**src/sv/ers_pkg.sv**
```systemverilog
// shared types, constants and microprogram for the elevator request scan block
package ers_pkg;

  localparam int ERS_QUEUE_DEPTH = 16;
  localparam int ERS_FLOOR_BITS  = 6;
  localparam int UC_PC_W         = 2;

  // datapath operation selected by the control word
  typedef enum logic [3:0] {
    UOP_NOP    = 4'b0001,
    UOP_ACCEPT = 4'b0010,
    UOP_SORT   = 4'b0100,
    UOP_WALK   = 4'b1000
  } uop_t;

  // jump condition, the step holds while it is false
  typedef enum logic [1:0] {
    COND_ALWAYS = 2'd0,
    COND_START  = 2'd1,
    COND_SORTED = 2'd2,
    COND_WALKED = 2'd3
  } cond_t;

  typedef logic [UC_PC_W-1:0] uc_pc_t;

  typedef struct packed {
    uop_t   op;
    cond_t  cond;
    uc_pc_t target;
  } uc_word_t;

  typedef struct packed {
    logic start;
    logic sorted;
    logic walked;
  } uc_stat_t;

  localparam uc_pc_t UC_ACCEPT = 2'd0;
  localparam uc_pc_t UC_SORT   = 2'd1;
  localparam uc_pc_t UC_WALK   = 2'd2;

  function automatic uc_word_t uc_rom(input uc_pc_t pc);
    uc_word_t w;
    case (pc)
      UC_ACCEPT: w = '{op: UOP_ACCEPT, cond: COND_START,  target: UC_SORT};
      UC_SORT:   w = '{op: UOP_SORT,   cond: COND_SORTED, target: UC_WALK};
      UC_WALK:   w = '{op: UOP_WALK,   cond: COND_WALKED, target: UC_ACCEPT};
      default:   w = '{op: UOP_NOP,    cond: COND_ALWAYS, target: UC_ACCEPT};
    endcase
    return w;
  endfunction

endpackage

```
**src/sv/ers_in_if.sv**
```systemverilog
// request channel: store or execute command with a floor number
interface ers_in_if
  import ers_pkg::*;
#(
  parameter int FLOOR_BITS = ERS_FLOOR_BITS
) ();
  logic                  valid;
  logic                  ready;
  logic                  func;
  logic [FLOOR_BITS-1:0] floor;

  modport source (output valid, output func, output floor, input ready);
  modport sink   (input valid, input func, input floor, output ready);
endinterface

```
**src/sv/ers_out_if.sv**
```systemverilog
// service channel: served floor with end of scan flag
interface ers_out_if
  import ers_pkg::*;
#(
  parameter int FLOOR_BITS = ERS_FLOOR_BITS
) ();
  logic                  valid;
  logic                  ready;
  logic [FLOOR_BITS-1:0] served_floor;
  logic                  last;

  modport source (output valid, output served_floor, output last, input ready);
  modport sink   (input valid, input served_floor, input last, output ready);
endinterface

```
**src/sv/elevator_request_scan_order.sv**
```systemverilog
// top level of the elevator request scan block
// A store appends its floor to the request queue (dropped when the queue is full) and
// gives no result; so does an execute on an empty queue or whose front entry is the car
// floor. Any other execute on a queue of N requests takes its direction from the front
// entry, then runs N odd-even compare-swap passes over the queue cells and N walk steps
// that rotate the queue one place each and offer the front entry when it is past the car
// floor in the scan direction; a stalled result side holds the walk. The sort passes and
// the walk run from a three-step microprogram, so one item is in work at a time; the next
// item is taken once the walk has handed over its final floor, which may still sit in the
// output register as the next item arrives. The queue needs no clearing after reset. The
// user must write current_floor via cfg_we and cfg_wdata only while idle; not enforced.
module elevator_request_scan_order
  import ers_pkg::*;
#(
  parameter int QUEUE_DEPTH = ERS_QUEUE_DEPTH,
  parameter int FLOOR_BITS  = ERS_FLOOR_BITS
) (
  input  logic                  clk,
  input  logic                  rst_n,
  ers_in_if.sink                in_ch,
  ers_out_if.source             out_ch,
  input  logic                  cfg_we,
  input  logic [FLOOR_BITS-1:0] cfg_wdata
);

  localparam int CNT_W = $clog2(QUEUE_DEPTH + 1);

  // floor the car stands at
  logic [FLOOR_BITS-1:0] cur_floor_r, cur_floor_nxt;

  // control word out of the sequencer, jump conditions back from the datapath
  uc_word_t         ctrl;
  uc_stat_t         stat;
  logic [CNT_W-1:0] req_count;

  assign cur_floor_nxt = cfg_we ? cfg_wdata : cur_floor_r;

  always_ff @(posedge clk) begin
    if (!rst_n) begin
      cur_floor_r <= '0;
    end else begin
      cur_floor_r <= cur_floor_nxt;
    end
  end

  // step counter and control store
  ers_useq u_useq (
    .clk  (clk),
    .rst_n(rst_n),
    .stat (stat),
    .ctrl (ctrl)
  );

  // queue cells, sorter, walk and output register
  ers_queue #(
    .QUEUE_DEPTH(QUEUE_DEPTH),
    .FLOOR_BITS (FLOOR_BITS)
  ) u_queue (
    .clk      (clk),
    .rst_n    (rst_n),
    .ctrl     (ctrl),
    .cur_floor(cur_floor_r),
    .stat     (stat),
    .req_count(req_count),
    .in_ch    (in_ch),
    .out_ch   (out_ch)
  );

  // a store with room grows the queue by exactly one
  a_store_grows: assert property (@(posedge clk) disable iff (!rst_n)
    in_ch.valid && in_ch.ready && !in_ch.func && (req_count != CNT_W'(QUEUE_DEPTH))
    |=> req_count == $past(req_count) + CNT_W'(1))
    else $error("store did not grow the queue by one");

  // a store on a full queue is dropped
  a_full_drop: assert property (@(posedge clk) disable iff (!rst_n)
    in_ch.valid && in_ch.ready && !in_ch.func && (req_count == CNT_W'(QUEUE_DEPTH))
    |=> req_count == CNT_W'(QUEUE_DEPTH))
    else $error("store on a full queue changed the count");

  // the final walk step always serves a floor and flags it as last
  a_walk_end_last: assert property (@(posedge clk) disable iff (!rst_n)
    stat.walked |=> out_ch.valid && out_ch.last)
    else $error("end of walk without a last item");

  // the end of the walk returns the program to accepting items
  a_walk_end_accept: assert property (@(posedge clk) disable iff (!rst_n)
    stat.walked |=> ctrl.op == UOP_ACCEPT)
    else $error("sequencer did not return to accept after the walk");

endmodule

```
**src/sv/ers_useq.sv**
```systemverilog
// microcode sequencer: step counter, control store and conditional jumps
module ers_useq
  import ers_pkg::*;
(
  input  logic     clk,
  input  logic     rst_n,
  input  uc_stat_t stat,
  output uc_word_t ctrl
);

  uc_pc_t pc_r;
  uc_pc_t pc_nxt;
  logic   jump;

  assign ctrl = uc_rom(pc_r);

  always_comb begin
    case (ctrl.cond)
      COND_ALWAYS: jump = 1'b1;
      COND_START:  jump = stat.start;
      COND_SORTED: jump = stat.sorted;
      COND_WALKED: jump = stat.walked;
      default:     jump = 1'b1;
    endcase
    pc_nxt = jump ? ctrl.target : pc_r;
  end

  always_ff @(posedge clk) begin
    if (!rst_n) begin
      pc_r <= UC_ACCEPT;
    end else begin
      pc_r <= pc_nxt;
    end
  end

endmodule

```
**src/sv/ers_queue.sv**
```systemverilog
// request queue datapath: append, odd-even sort passes, rotating walk, output register
module ers_queue
  import ers_pkg::*;
#(
  parameter int QUEUE_DEPTH = ERS_QUEUE_DEPTH,
  parameter int FLOOR_BITS  = ERS_FLOOR_BITS,
  localparam int CNT_W = $clog2(QUEUE_DEPTH + 1),
  localparam int IDX_W = $clog2(QUEUE_DEPTH)
) (
  input  logic                  clk,
  input  logic                  rst_n,
  input  uc_word_t              ctrl,
  input  logic [FLOOR_BITS-1:0] cur_floor,
  output uc_stat_t              stat,
  output logic [CNT_W-1:0]      req_count,
  ers_in_if.sink                in_ch,
  ers_out_if.source             out_ch
);

  logic [FLOOR_BITS-1:0] ent_r   [QUEUE_DEPTH];
  logic [FLOOR_BITS-1:0] ent_nxt [QUEUE_DEPTH];
  logic [FLOOR_BITS-1:0] nb_hi   [QUEUE_DEPTH];
  logic [FLOOR_BITS-1:0] nb_lo   [QUEUE_DEPTH];
  logic [QUEUE_DEPTH-1:0] swp;

  logic [CNT_W-1:0]      count_r, count_nxt;
  logic [IDX_W-1:0]      cnt_r, cnt_nxt;
  logic                  dir_up_r, dir_up_nxt;
  logic                  out_valid_r, out_valid_nxt;
  logic [FLOOR_BITS-1:0] served_r, served_nxt;
  logic                  last_r, last_nxt;

  logic             acc;
  logic             store;
  logic             full;
  logic             cnt_last;
  logic             out_free;
  logic             take;
  logic             walk_adv;
  logic [CNT_W-1:0] top_idx;

  assign in_ch.ready         = (ctrl.op == UOP_ACCEPT);
  assign out_ch.valid        = out_valid_r;
  assign out_ch.served_floor = served_r;
  assign out_ch.last         = last_r;
  assign req_count           = count_r;

  assign acc      = in_ch.valid & in_ch.ready;
  assign full     = (count_r == CNT_W'(QUEUE_DEPTH));
  assign store    = acc & ~in_ch.func & ~full;
  assign top_idx  = count_r - CNT_W'(1);
  assign cnt_last = (CNT_W'(cnt_r) == top_idx);
  assign out_free = ~out_valid_r | out_ch.ready;
  assign take     = dir_up_r ? (ent_r[0] > cur_floor) : (ent_r[0] < cur_floor);
  assign walk_adv = (ctrl.op == UOP_WALK) & out_free;

  assign stat.start  = acc & in_ch.func & (count_r != '0) & (ent_r[0] != cur_floor);
  assign stat.sorted = (ctrl.op == UOP_SORT) & cnt_last;
  assign stat.walked = walk_adv & cnt_last;

  // neighbours and compare-swap flags of each cell, pair parity follows the pass count
  always_comb begin
    for (int i = 0; i < QUEUE_DEPTH; i++) begin
      nb_hi[i] = ent_r[(i == QUEUE_DEPTH - 1) ? i : i + 1];
      nb_lo[i] = ent_r[(i == 0) ? 0 : i - 1];
      swp[i]   = (1'(i) == cnt_r[0]) && (CNT_W'(i + 1) < count_r) &&
                 (dir_up_r ? (ent_r[i] > nb_hi[i]) : (ent_r[i] < nb_hi[i]));
    end
  end

  always_comb begin
    for (int i = 0; i < QUEUE_DEPTH; i++) begin
      ent_nxt[i] = ent_r[i];
      case (ctrl.op)
        UOP_ACCEPT: begin
          if (store && (count_r == CNT_W'(i))) begin
            ent_nxt[i] = in_ch.floor;
          end
        end
        UOP_SORT: begin
          if (swp[i]) begin
            ent_nxt[i] = nb_hi[i];
          end else if ((i > 0) && swp[(i == 0) ? 0 : i - 1]) begin
            ent_nxt[i] = nb_lo[i];
          end
        end
        UOP_WALK: begin
          // rotate the valid part left by one, front goes to the back
          if (walk_adv) begin
            if (CNT_W'(i) == top_idx) begin
              ent_nxt[i] = ent_r[0];
            end else if (CNT_W'(i) < top_idx) begin
              ent_nxt[i] = nb_hi[i];
            end
          end
        end
        default: ;
      endcase
    end
  end

  always_comb begin
    count_nxt     = count_r;
    cnt_nxt       = cnt_r;
    dir_up_nxt    = dir_up_r;
    out_valid_nxt = out_valid_r & ~out_ch.ready;
    served_nxt    = served_r;
    last_nxt      = last_r;
    case (ctrl.op)
      UOP_ACCEPT: begin
        cnt_nxt = '0;
        if (store) begin
          count_nxt = count_r + CNT_W'(1);
        end
        if (stat.start) begin
          dir_up_nxt = (ent_r[0] > cur_floor);
        end
      end
      UOP_SORT: begin
        cnt_nxt = cnt_last ? '0 : cnt_r + IDX_W'(1);
      end
      UOP_WALK: begin
        if (walk_adv) begin
          cnt_nxt = cnt_last ? '0 : cnt_r + IDX_W'(1);
          if (take) begin
            out_valid_nxt = 1'b1;
            served_nxt    = ent_r[0];
            last_nxt      = cnt_last;
          end
        end
      end
      default: ;
    endcase
  end

  always_ff @(posedge clk) begin
    if (!rst_n) begin
      count_r     <= '0;
      cnt_r       <= '0;
      dir_up_r    <= 1'b0;
      out_valid_r <= 1'b0;
    end else begin
      count_r     <= count_nxt;
      cnt_r       <= cnt_nxt;
      dir_up_r    <= dir_up_nxt;
      out_valid_r <= out_valid_nxt;
    end
  end

  always_ff @(posedge clk) begin
    ent_r    <= ent_nxt;
    served_r <= served_nxt;
    last_r   <= last_nxt;
  end

endmodule

```
**src/flat_wrapper.sv**
```systemverilog
// flat-port wrapper written by rule: the top's interface ports become plain ports
module elevator_request_scan_order_flat import ers_pkg::*;
#(
  parameter int QUEUE_DEPTH = ERS_QUEUE_DEPTH,
  parameter int FLOOR_BITS  = ERS_FLOOR_BITS
)
  (clk, rst_n, cfg_we, cfg_wdata, in_ch_valid, in_ch_func, in_ch_floor, in_ch_ready, out_ch_valid, out_ch_served_floor, out_ch_last, out_ch_ready);
  ers_in_if #(.FLOOR_BITS(FLOOR_BITS)) in_ch_i ();
  ers_out_if #(.FLOOR_BITS(FLOOR_BITS)) out_ch_i ();
  input  logic clk;
  input  logic rst_n;
  input  logic cfg_we;
  input  logic [FLOOR_BITS-1:0] cfg_wdata;
  input wire logic [$bits(in_ch_i.valid)-1:0] in_ch_valid;
  input wire logic [$bits(in_ch_i.func)-1:0] in_ch_func;
  input wire logic [$bits(in_ch_i.floor)-1:0] in_ch_floor;
  output wire logic [$bits(in_ch_i.ready)-1:0] in_ch_ready;
  output wire logic [$bits(out_ch_i.valid)-1:0] out_ch_valid;
  output wire logic [$bits(out_ch_i.served_floor)-1:0] out_ch_served_floor;
  output wire logic [$bits(out_ch_i.last)-1:0] out_ch_last;
  input wire logic [$bits(out_ch_i.ready)-1:0] out_ch_ready;
  assign in_ch_i.valid = in_ch_valid;
  assign in_ch_i.func = in_ch_func;
  assign in_ch_i.floor = in_ch_floor;
  assign in_ch_ready = in_ch_i.ready;
  assign out_ch_valid = out_ch_i.valid;
  assign out_ch_served_floor = out_ch_i.served_floor;
  assign out_ch_last = out_ch_i.last;
  assign out_ch_i.ready = out_ch_ready;
  elevator_request_scan_order #(.QUEUE_DEPTH(QUEUE_DEPTH), .FLOOR_BITS(FLOOR_BITS)) u_core (.clk(clk), .rst_n(rst_n), .in_ch(in_ch_i), .out_ch(out_ch_i), .cfg_we(cfg_we), .cfg_wdata(cfg_wdata));
endmodule
```
**config.mk**
```make
export PLATFORM = sky130hd
export DESIGN_NAME = elevator_request_scan_order_flat
export DESIGN_NICKNAME = d
export VERILOG_FILES = /design/src/sv/ers_pkg.sv /design/src/sv/ers_in_if.sv /design/src/sv/ers_out_if.sv /design/src/sv/elevator_request_scan_order.sv /design/src/sv/ers_useq.sv /design/src/sv/ers_queue.sv /design/src/flat_wrapper.sv
export SDC_FILE = /design/constraint.sdc
export NUM_CORES = 1
export LEC_CHECK = 0
export ABC_CLOCK_PERIOD_IN_PS = 7960
export BUFFER_PORTS_ARGS = -buffer_cell sky130_fd_sc_hd__buf_2
export CAP_MARGIN = 10
export CORE_UTILIZATION = 38
export DETAILED_ROUTE_END_ITERATION = 6
export GPL_ROUTABILITY_DRIVEN = 0
export PLACE_DENSITY = 0.53
export SLEW_MARGIN = 20
export SYNTH_ARGS = -nofsm -noshare
export SYNTH_HDL_FRONTEND = slang
export SYNTH_SLANG_ARGS = --single-unit
```
**constraint.sdc**
```tcl
create_clock -name clk -period 7.96 [get_ports clk]
set_clock_uncertainty 0.1 [all_clocks]
set_input_delay 0.398 -clock clk [delete_from_list [all_inputs] [get_ports clk]]
set_output_delay 0.398 -clock clk [all_outputs]
set_load 0.005 [all_outputs]
```
---- Word level (Yosys, flattened, before mapping) ----
Cells that the tools add are included.
W data, S select, Z words.
word-level totals
  input bits .............................. 18
  word-level logic and storage cells ...... 409
  register bits ........................... 122
operators by class
  order comparisons ....................... 65
  eq/ne operators ......................... 92
  reductions and logical operators ........ 74
  bitwise gates (word level) .............. 16
  multiplexer cells ....................... 135
  $add $sub $neg .......................... 3
operators with widths
  kind                  number
  $mux W6               94
  $pmux W6 S3           16
  $gt A6 B6 Y1          17
  $lt A6 B6 Y1          17
  $lt A4 B5 Y1 const A  15
  $reduce_and A5 Y1     14
  $logic_and A1 B1 Y1   48
  $ne A3 B1 Y1 const B  14
  $ne A3 B3 Y1 const B  14
  $eq A4 B5 Y1 const A  8
  $eq A5 B4 Y1 const B  8
  $lt A3 B5 Y1 const A  8
  $ne A2 B1 Y1 const B  18
  $pmux W8 S3           1
  $eq A3 B5 Y1 const A  4
  $eq A5 B3 Y1 const B  4
  $lt A2 B5 Y1 const A  4
  $mux W1               20
  $lt A1 B5 Y1 const A  3
  $pmux W4 S3           1
  $reduce_and A6 Y1     2
  $and A1 B1 Y1         10
  $eq A2 B5 Y1 const A  2
  $eq A5 B2 Y1 const B  2
  other kinds (25)      41

---- Depth between registers and ports, before layout ----
  word-level depth ........................ 9
  mapped depth ............................ 12
  depth with buffers taken out ............ 8

---- Modules after synthesis ----
A second synthesis with hierarchy kept.
unflattened totals
  cell total of the unflattened synthesis .. 1273
  area total of the unflattened synthesis .. 11349.6 sq um
modules (own cells, without submodules)
  module                       cells each  area each (sq um)  seq. area each (sq um)  instances
  ers_queue                    1231        10899.2            3313.2                  1
  elevator_request_scan_order  19          229.0              120.1                   1
  ers_useq                     23          221.5              40.0                    1

---- Worst setup path before layout ----
Ideal clock, no wire load.
  path kind ............................... reg2reg
  start point ............................. register u_core.u_queue.ent_r[64] (netlist name)
  end point ............................... register u_core.u_queue.ent_r[60] (netlist name), enable pin
  clock period less this slack ............ 3590 ps
  arrival time ............................ 3085 ps
  setup time .............................. 405 ps
  cell stages (with the launch flop) ...... 9
  setup slack ............................. 4370 ps
  cell sequence ........................... edfxtp_1 -> inv_1 -> ha_1 -> a21oi_1 -> nand2_1 -> a211oi_1 -> mux2i_2 -> a21oi_1 -> a2111oi_0
between the ends
  longest elaborated chain between the ends .. 5
  elaborated cells between the ends (all ways) .. 10
  classes of those cells .................. 4 x order compare; 1 x eq/ne; 2 x mux; 3 x reduce/logical
ends and longest elaborated chain
  what                                                 RTL line          text
  from (decl)                                          ers_queue.sv:20   logic [FLOOR_BITS-1:0] ent_r [QUEUE_DEPTH];
  from (signal assigned)                               ers_queue.sv:151  ent_r <= ent_nxt;
  $lt A6 B6 Y1 / $gt A6 B6 Y1 (equally long branches)  ers_queue.sv:67   (dir_up_r ? (ent_r[i] > nb_hi[i]) : (ent_r[i] < nb_hi[i]));
  $mux W1                                              ers_queue.sv:67
  $logic_and A1 B1 Y1                                  ers_queue.sv:66   swp[i] = (1'(i) == cnt_r[0]) && (CNT_W'(i + 1) < count_r) &&
  $ne A3 B3 Y1 (no source line) (*)                    -
  $reduce_and A5 Y1 (no source line) (*)               -
Every way passes the cells marked *; elsewhere a longest branch is shown, timed or not.
A chain may end at the register's enable or synchronous reset.

---- Worst setup path after layout ----
  start point ............................. register u_core.u_queue.count_r[0], in the netlist u_core.u_queue.req_count[0]
  end point ............................... register u_core.u_queue.ent_r[55] (netlist name), enable pin
between the ends
  elaborated cells between the ends (all ways) .. 18
  classes of those cells .................. 1 x add/sub; 3 x order compare; 6 x eq/ne; 2 x bitwise; 6 x reduce/logical
RTL lines
  what                                                 RTL line                          text
  from (decl)                                          ers_queue.sv:26                   logic [CNT_W-1:0] count_r, count_nxt;
  from (signal assigned)                               ers_queue.sv:143                  count_r <= count_nxt;
  $sub A5 B1 Y5 (*)                                    ers_queue.sv:51                   assign top_idx = count_r - CNT_W'(1);
  net u_core.u_queue.top_idx[0]                        ers_queue.sv:40                   logic [CNT_W-1:0] top_idx;
  $lt A3 B5 Y1 / $eq A3 B5 Y1 (equally long branches)  ers_queue.sv:92, ers_queue.sv:90
  $ne A3 B1 Y1 (no source line) (*)                    -
  $reduce_and A5 Y1 (no source line) (*)               -
Mark *: on every way through the listed nets, which the timed path passes. The rest lies on a longest branch.

==> metrics.txt <==
Yosys cell types=71; Logic pwr share=18.2%; CTS resizes=0; share of the synthesized area in the top cell type=26.0%; Arrival @ worst endpoint=4.04 ns; Worst setup SP type=flip-flop; async set-or-reset flop fraction in the synthesized netlist=0%; Post-DP HPWL=33700 um; R2R cell count=8; clock-pin slew on the worst setup and hold paths=around 0.060 ns; first-pass GRT wire length=70400 um; Rel. slew slack=24.3%; unrepaired setup endpoints after global routing=false; Via density=around 6.6; CTS root buffer=clkbuf_16; final setup violating endpoints=0; initial antenna violation count=1; Clk network pwr share=42.3%; post-route minimum period=between 4 and 5 ns; die height=179 um; Post-CTS Setup Inserts=0; sequential share of power=39.6%; final hold viol count=0; post-route cell area=13000 um2; Skew-Pair Late Insertion Delay=about 0.44 ns; Worst Tran Pin Value=1.13 ns; hold buffers post-CTS=0; CTS H-tree lvls=4; Top FF cell, synth=edfxtp_1; WL final=approximately 47000 um; Seq/Total Area, Yosys=29.2%; IO buf count=26; Synth Warn #=0; leading post-synthesis cells by cell area=edfxtp_1, ha_1, mux2i_1; core box area=30700 um2; post-route ant nets=0; TritonRoute pass-1 iters=7; Min Hold Slack=~0.12 ns; Worst Hold Class=primary input to flip-flop; Initial Util=38.8%; GRT Overall Usage=29.8%; CTS tree=done; Starting DRT DRC Count=1276; internal power=1.36 mW; number of global-route vias before repair=11248; syn avg cell area=8.54 um2; register bit total from synthesis=approximately 120; critical path class=flip-flop to flip-flop; IO Pins=27; FF-to-FF End=u_core.u_queue.ent_r[55]; Crit. End Element=flip-flop; most frequent cell after synthesis=inv_1; NumNets Final=1500; total grt overflow=0; ANT cells=0; die area=32000 um2; WL/cell=~26 um; Crit. Startpoint=u_core.u_queue.req_count[0]; leakage power=5.12 nW; Rows=64; synthesis-to-finish area growth=9.20%; CTS max path bufs=2; DRC=3; Num CTS Buffers=17; via count=roughly 12000; Post-synth EDFFs=103; Final period util=51.4%; Final TNS setup=0 ns; switch share=between 30 and 40%; synth cell count leaders=inv_1, nand2_1, ha_1; Net Sw Power=595 uW; Post-Place Cell Area=12400 um2; Worst setup endpoint=u_core.u_queue.ent_r[55]; synthesized area=11900 um2; count of final max-slew check failures=0; failing checks=design-rule violations; Die X=179 um; Fmax achieved=between 200 and 250 MHz; max-cap violations=0; Gate Count Post-Synth=1393; pwr dens=150 nW/um2; post-synth top area cell=edfxtp_1; outcome=finished, violations left; CTS Sinks=approximately 120; Reg-to-Reg Start=u_core.u_queue.req_count[0]; layout cells sized above 1=8.29%; Worst Path Max Fanout=21; VDD IR-drop max=0.132 mV; syn nets=roughly 1500; R2R setup slack=3.87 ns; largest net degree at the start of global routing=53; Required @ worst endpoint=7.91 ns
-- per-layer routing --
metal	vias up	track usage [%]	routed length [um]	part of all wire, %
li1	5307	-	-	-
met1	5689	39.6	19800	42
met2	680	45.8	20700	44
met3	130	6.19	4280	9.1
met4	2	14.4	2180	4.6
met5	-	0	9	0.019
-- worst max-delay path, cell delays in order (launching register included) --
cell,delay (ns)
dfxtp_1,0.55
inv_1,0.31
ha_1,0.43
nor3b_1,0.57
nand3_1,0.22
o21ai_0,0.16
and2_1,0.43
a211oi_1,0.08
a311oi_1,0.84
-- worst min path at each step --
stage / from / to / depth (start not counted) / slack, ns
after detailed placement: u_core.cur_floor_r[2] / u_core.cur_floor_r[2] / 2 / 0.41
final: cfg_wdata[4] / u_core.cur_floor_r[4] / 3 / 0.12
after floorplan: u_core.cur_floor_r[1] / u_core.cur_floor_r[1] / 2 / 0.38
after CTS: cfg_wdata[4] / u_core.cur_floor_r[4] / 3 / 0.11
after global routing: cfg_wdata[0] / u_core.cur_floor_r[0] / 3 / 0.12
after global placement: u_core.cur_floor_r[2] / u_core.cur_floor_r[2] / 2 / 0.40
-- power by group through the flow --
stage | Sequential, mW | Clock (mW) | Combinational, mW
4_1_cts | 0.770 | 0.834 | 0.345
3_5_place_dp | 0.784 | 0 | 0.343
3_3_place_gp | 0.783 | 0 | 0.340
5_1_grt | 0.774 | 0.859 | 0.383
2_1_floorplan | 0.759 | 0 | 0.237
6_report | 0.773 | 0.825 | 0.355
-- cell type report --
cell class / count / area [um2]
clock buffer: 21 / 460
clock inverter: 11 / 146
fill: 3068 / 17700
inverter: 125 / 469
multi-input combinational: 1050 / 7580
sequential: 122 / 3480
tap: 396 / 495
timing repair buffer: 59 / 368
-- metrics by stage --
stage / power (mW) / std cells / setup WS (ns) / util [%]
after global placement: 1.12 / 1748 / 4.07 / 40.3
after detailed placement: 1.13 / 1748 / 3.92 / 40.3
after global routing: 2.02 / 1784 / 3.58 / 42.4
final: 1.95 / 1784 / 3.87 / 42.4
after CTS: 1.95 / 1780 / 3.93 / 42.3
after floorplan: 0.996 / 1393 / 4.37 / -
-- kinds of logic after synthesis --
| group | count (synthesis) | share of synthesized area [%] |
|---|---|---|
| and+or+nand+nor | 425 | 17.6 |
| buffers and inverters | 221 | 7.26 |
| AOI/OAI and AO/OA | 397 | 24.5 |
| DFF | 122 | 29.2 |
| muxes | 111 | 9.48 |
| adders and majority gates | 107 | 11.3 |
| xor gates and xnor gates | 10 | 0.736 |
-- sequential cells by signal, indices dropped and copies added, names as in the netlist --
signal,count
u_core.u_queue.ent_r,96
u_core.u_queue.cnt_r,4
u_core.cur_floor_r,6
u_core.u_queue.req_count,5
u_core.u_queue.out_ch.valid,1
u_core.u_useq.pc_r,2
u_core.u_queue.out_ch.served_floor,6
u_core.u_queue.dir_up_r,1
u_core.u_queue.out_ch.last,1
-- cell usage in the layout, fill, tap and decap left out, types with 36 or more instances in the layout --
master and instances:
ha_1 107, nor2_1 72, nand2_1 121, inv_1 125
nand3_1 64, edfxtp_1 103, a21oi_1 59, o21ai_0 85
mux2i_1 99, nor3_1 36, o221ai_1 56
Note: power is estimated with default switching activity, not from simulation.
